File: src/rtl/pst_ram.sv
// Single-port-write, registered-read synchronous RAM.
module pst_ram #(
  parameter int W  = 16,
  parameter int D  = 16,
  parameter int AW = (D > 1) ? $clog2(D) : 1
) (
  input  logic          clk,
  input  logic          we,
  input  logic [AW-1:0] waddr,
  input  logic [W-1:0]  wdata,
  input  logic          re,
  input  logic [AW-1:0] raddr,
  output logic [W-1:0]  rdata
);

  logic [W-1:0] mem [D];

  always_ff @(posedge clk) begin
    if (we) begin
      mem[waddr] <= wdata;
    end
  end

  always_ff @(posedge clk) begin
    if (re) begin
      rdata <= mem[raddr];
    end
  end

endmodule
File: config.mk
export PLATFORM = sky130hd
export DESIGN_NAME = pst_ram
export DESIGN_NICKNAME = d
export VERILOG_FILES = /design/src/rtl/pst_ram.sv
export SDC_FILE = /design/constraint.sdc
export NUM_CORES = 1
export LEC_CHECK = 0
export ABC_AREA = 1
export ABC_CLOCK_PERIOD_IN_PS = 1610
export BUFFER_PORTS_ARGS = -buffer_cell sky130_fd_sc_hd__buf_2
export CAP_MARGIN = 20
export CORE_UTILIZATION = 45
export CTS_BUF_LIST = sky130_fd_sc_hd__clkbuf_8
export CTS_CLUSTER_DIAMETER = 120
export CTS_CLUSTER_SIZE = 40
export DETAILED_ROUTE_END_ITERATION = 6
export GPL_ROUTABILITY_DRIVEN = 0
export GPL_TIMING_DRIVEN = 0
export SLEW_MARGIN = 20
export SYNTH_ARGS = -nofsm -noshare
export SYNTH_HDL_FRONTEND = slang
export SYNTH_SLANG_ARGS = --single-unit
File: constraint.sdc
create_clock -name clk -period 1.61 [get_ports clk]
set_clock_uncertainty 0.2 [all_clocks]
set_input_delay 0.161 -clock clk [delete_from_list [all_inputs] [get_ports clk]]
set_output_delay 0.161 -clock clk [all_outputs]
set_load 0.1 [all_outputs]
==> results by group <==
Drt
  • Via density: 5.00
  • Routed len/inst: 19.2 um
  • # DRC: 0
  • Routed WL: 28700 um
  • Router iterations before antenna repair: 6
  • DR vias: 7499
  • Drt first-iter violations: 821
  • ANT nets after route: 0

Power and ir drop
  • PwrDens: 924 mW/mm2
  • Lkg Pwr: 5.47 nW
  • Final Power: 0.0119 W
  • VDD IR max: 600 uV

Clocking
  • H-tree depth: 1
  • Postcts setup bufs: 0
  • Worst skew pair latency: 0.57 ns
  • Worst-case clock buffer depth: 3
  • CTS clk-pin slew, worst paths: 0.21 ns
  • Root Buffer Master: clkbuf_8
  • CTS tree: done
  • CTS Buf Count: 10
  • CTS sink count: 272

Floorplan
  • Die span in x: 162 um
  • Initial Utilization: 0.458
  • Core area: 0.0252 mm2
  • Row cnt: 58
  • Die area: 0.0263 mm2
  • IO Pins: 43
  • Die height: 162 um

Worst setup path
  • Worst setup SP type: primary input
  • FF-to-FF path depth: 6
  • CP max FO: 12
  • Worst path max stage delay: 0.55 ns
  • Critical Path RT: 1.67 ns
  • Critical path cell sequence: buf_2, dlygate4sd3_1, nand3b_1, nor2_2, buf_6
  • RR Startpoint: mem[3][10]
  • Crit path max-delay cell type: dlygate4sd3_1
  • Worst setup EP type: flip-flop
  • Critical path class: primary input to flip-flop
  • CP startpoint: we
  • Worst Path Arrival: 1.65 ns

Synthesis
  • Fraction of registers with async set/reset: 0
  • Synth Instances: 1074
  • Post-synth top area cell: edfxtp_1
  • Dominant cell by count in the synthesized netlist: nand2_1
  • Avg Cell Area, Syn: 10.7 um2
  • Synth top area share: 0.708
  • Synth cell types: 12
  • Mapped Nets: 1101
  • Synth warnings: 0
  • Dominant cells by area after synthesis: edfxtp_1 71%, nand2_1 11%, nand3_1 8.4%
  • #FFs+latches synth: 272
  • Top post-synthesis cells by count: 341 x nand2_1, 272 x edfxtp_1, 196 x inv_1
  • EDFF count, synth: 272
  • Main synth FF type: edfxtp_1
  • Synthesized cell area: 0.0115 mm2
  • Seq/Total Area, Yosys: 0.708

STA
  • Hold Violations, Final: 11
  • Slew @ Worst Pin: 0.840 ns
  • Slew headroom: 0.440
  • Hold WS: -0.0780 ns
  • Number of setup violations in the final report: 0
  • Final min period: 1.60 ns
  • Final worst slack: 0.0128 ns
  • Pins Over Slew Limit: 0
  • Tcrit/Tclk final: 0.992
  • Max Clk Rate: 626 MHz
  • RSZ-0062 raised after global routing: true
  • Post-route setup TNS: 0 ns

GRT
  • Tot GR Track Use: 0.222
  • First-pass GRT wire length: 42500 um
  • Number of global-route vias before repair: 7248
  • Total gr overflow: 0
  • Largest net degree at the start of global routing: 41
  • Initial antenna violation count: 0

Layout
  • Fill cells: 2241
  • Area growth from synthesis to layout: 12.1%
  • Finished Layout Cells: 1499
  • Multi-input logic area: 0.00237 mm2
  • Final net count: 1196
  • Layout cells sized above 1: 0.107
  • Seq. cell area: 0.00817 mm2
  • Antenna diode count: 0
  • Final instance area: 0.0129 mm2

Placed design
  • Pre-CTS WS: -0.491 ns
  • IO Port Bufs: 40
  • Placed Instances: 1459
  • Dpl cell area: 0.0124 mm2
  • Post-DP HPWL: 19500 um

Run
  • Max Cap Violations: 0

Outcome
  • Status: finished with violations
  • Failing checks: hold timing

Worst hold path
  • HP Class: primary input to flip-flop
  • Worst Min Path Start: waddr[0]
  • Hold path depth: 3
## cell usage in the layout, fill, tap and decap left out, drive strengths merged
cell type | Yosys | layout
nand2 | 341 | 341
edfxtp | 272 | 272
inv | 198 | 199
nand3 | 193 | 193
buf | 41 | 96
dlygate4sd3 | 0 | 28
clkbuf | 10 | 21
nor2 | 17 | 17
nand3b | 2 | 2
## kinds of logic (layout without fill, tap and decap cells)
| logic type | count (synthesis) | count (layout) | synth area share |
|---|---|---|---|
| AND/OR/NAND/NOR | 553 | 553 | 0.201 |
| flip-flops | 272 | 272 | 0.708 |
| buffers and inverters | 249 | 344 | 0.0909 |
## final timing paths
check               end  slack, ns
max reg2reg   rdata[10]       0.17
min reg2reg    rdata[8]       0.57
min          mem[1][12]      -0.08
max           mem[4][2]       0.01
## layer usage
metal,part of all wire,GRT usage,vias up
met5,0,0,-
met4,0.024,0.0660,0
met3,0.069,0.0253,44
met2,0.49,0.378,252
met1,0.42,0.301,3564
li1,-,-,3639
## critical path, delay by kind of cell
kind	cells	cell delay [ns]
simple gates	2	0.58
buf+inv	3	0.91
## metrics by stage
stage | hold slack [ns] | util
2_1_floorplan | 0.0599 | -
3_3_place_gp | 0.364 | 0.483
3_5_place_dp | 0.371 | 0.492
4_1_cts | -0.0929 | 0.510
5_1_grt | -0.0681 | 0.514
6_report | -0.0780 | 0.514
## layout make-up
type / instances / area share
flip-flops and latches: 272 / 0.632
multi-input cells: 553 / 0.184
repair buffers: 83 / 0.0594
inverters: 198 / 0.0575
well taps: 330 / 0.0319
plain buffers: 51 / 0.0236
clock buffers: 11 / 0.0117
clock inverters: 1 / 0.000677
## where the power goes
| part | switching (W) | leakage (nW) | internal [W] |
|---|---|---|---|
| registers | 0.0000416 | 2.47 | 0.00797 |
| clock network | 0.00194 | 0.0836 | 0.000638 |
| logic | 0.000980 | 2.92 | 0.000372 |
## registers in the layout, summed over array words and instances (netlist names)
register  cells
mem         256
rdata        16
## timing repair
item	4_1_cts	5_1_grt
gates resized for setup	16	16
pin swaps	0	0
setup endpoints to repair	16	31
hold buffers	24	4
hold endpoints to repair	300	12
Power figures use the tool's default switching activity.
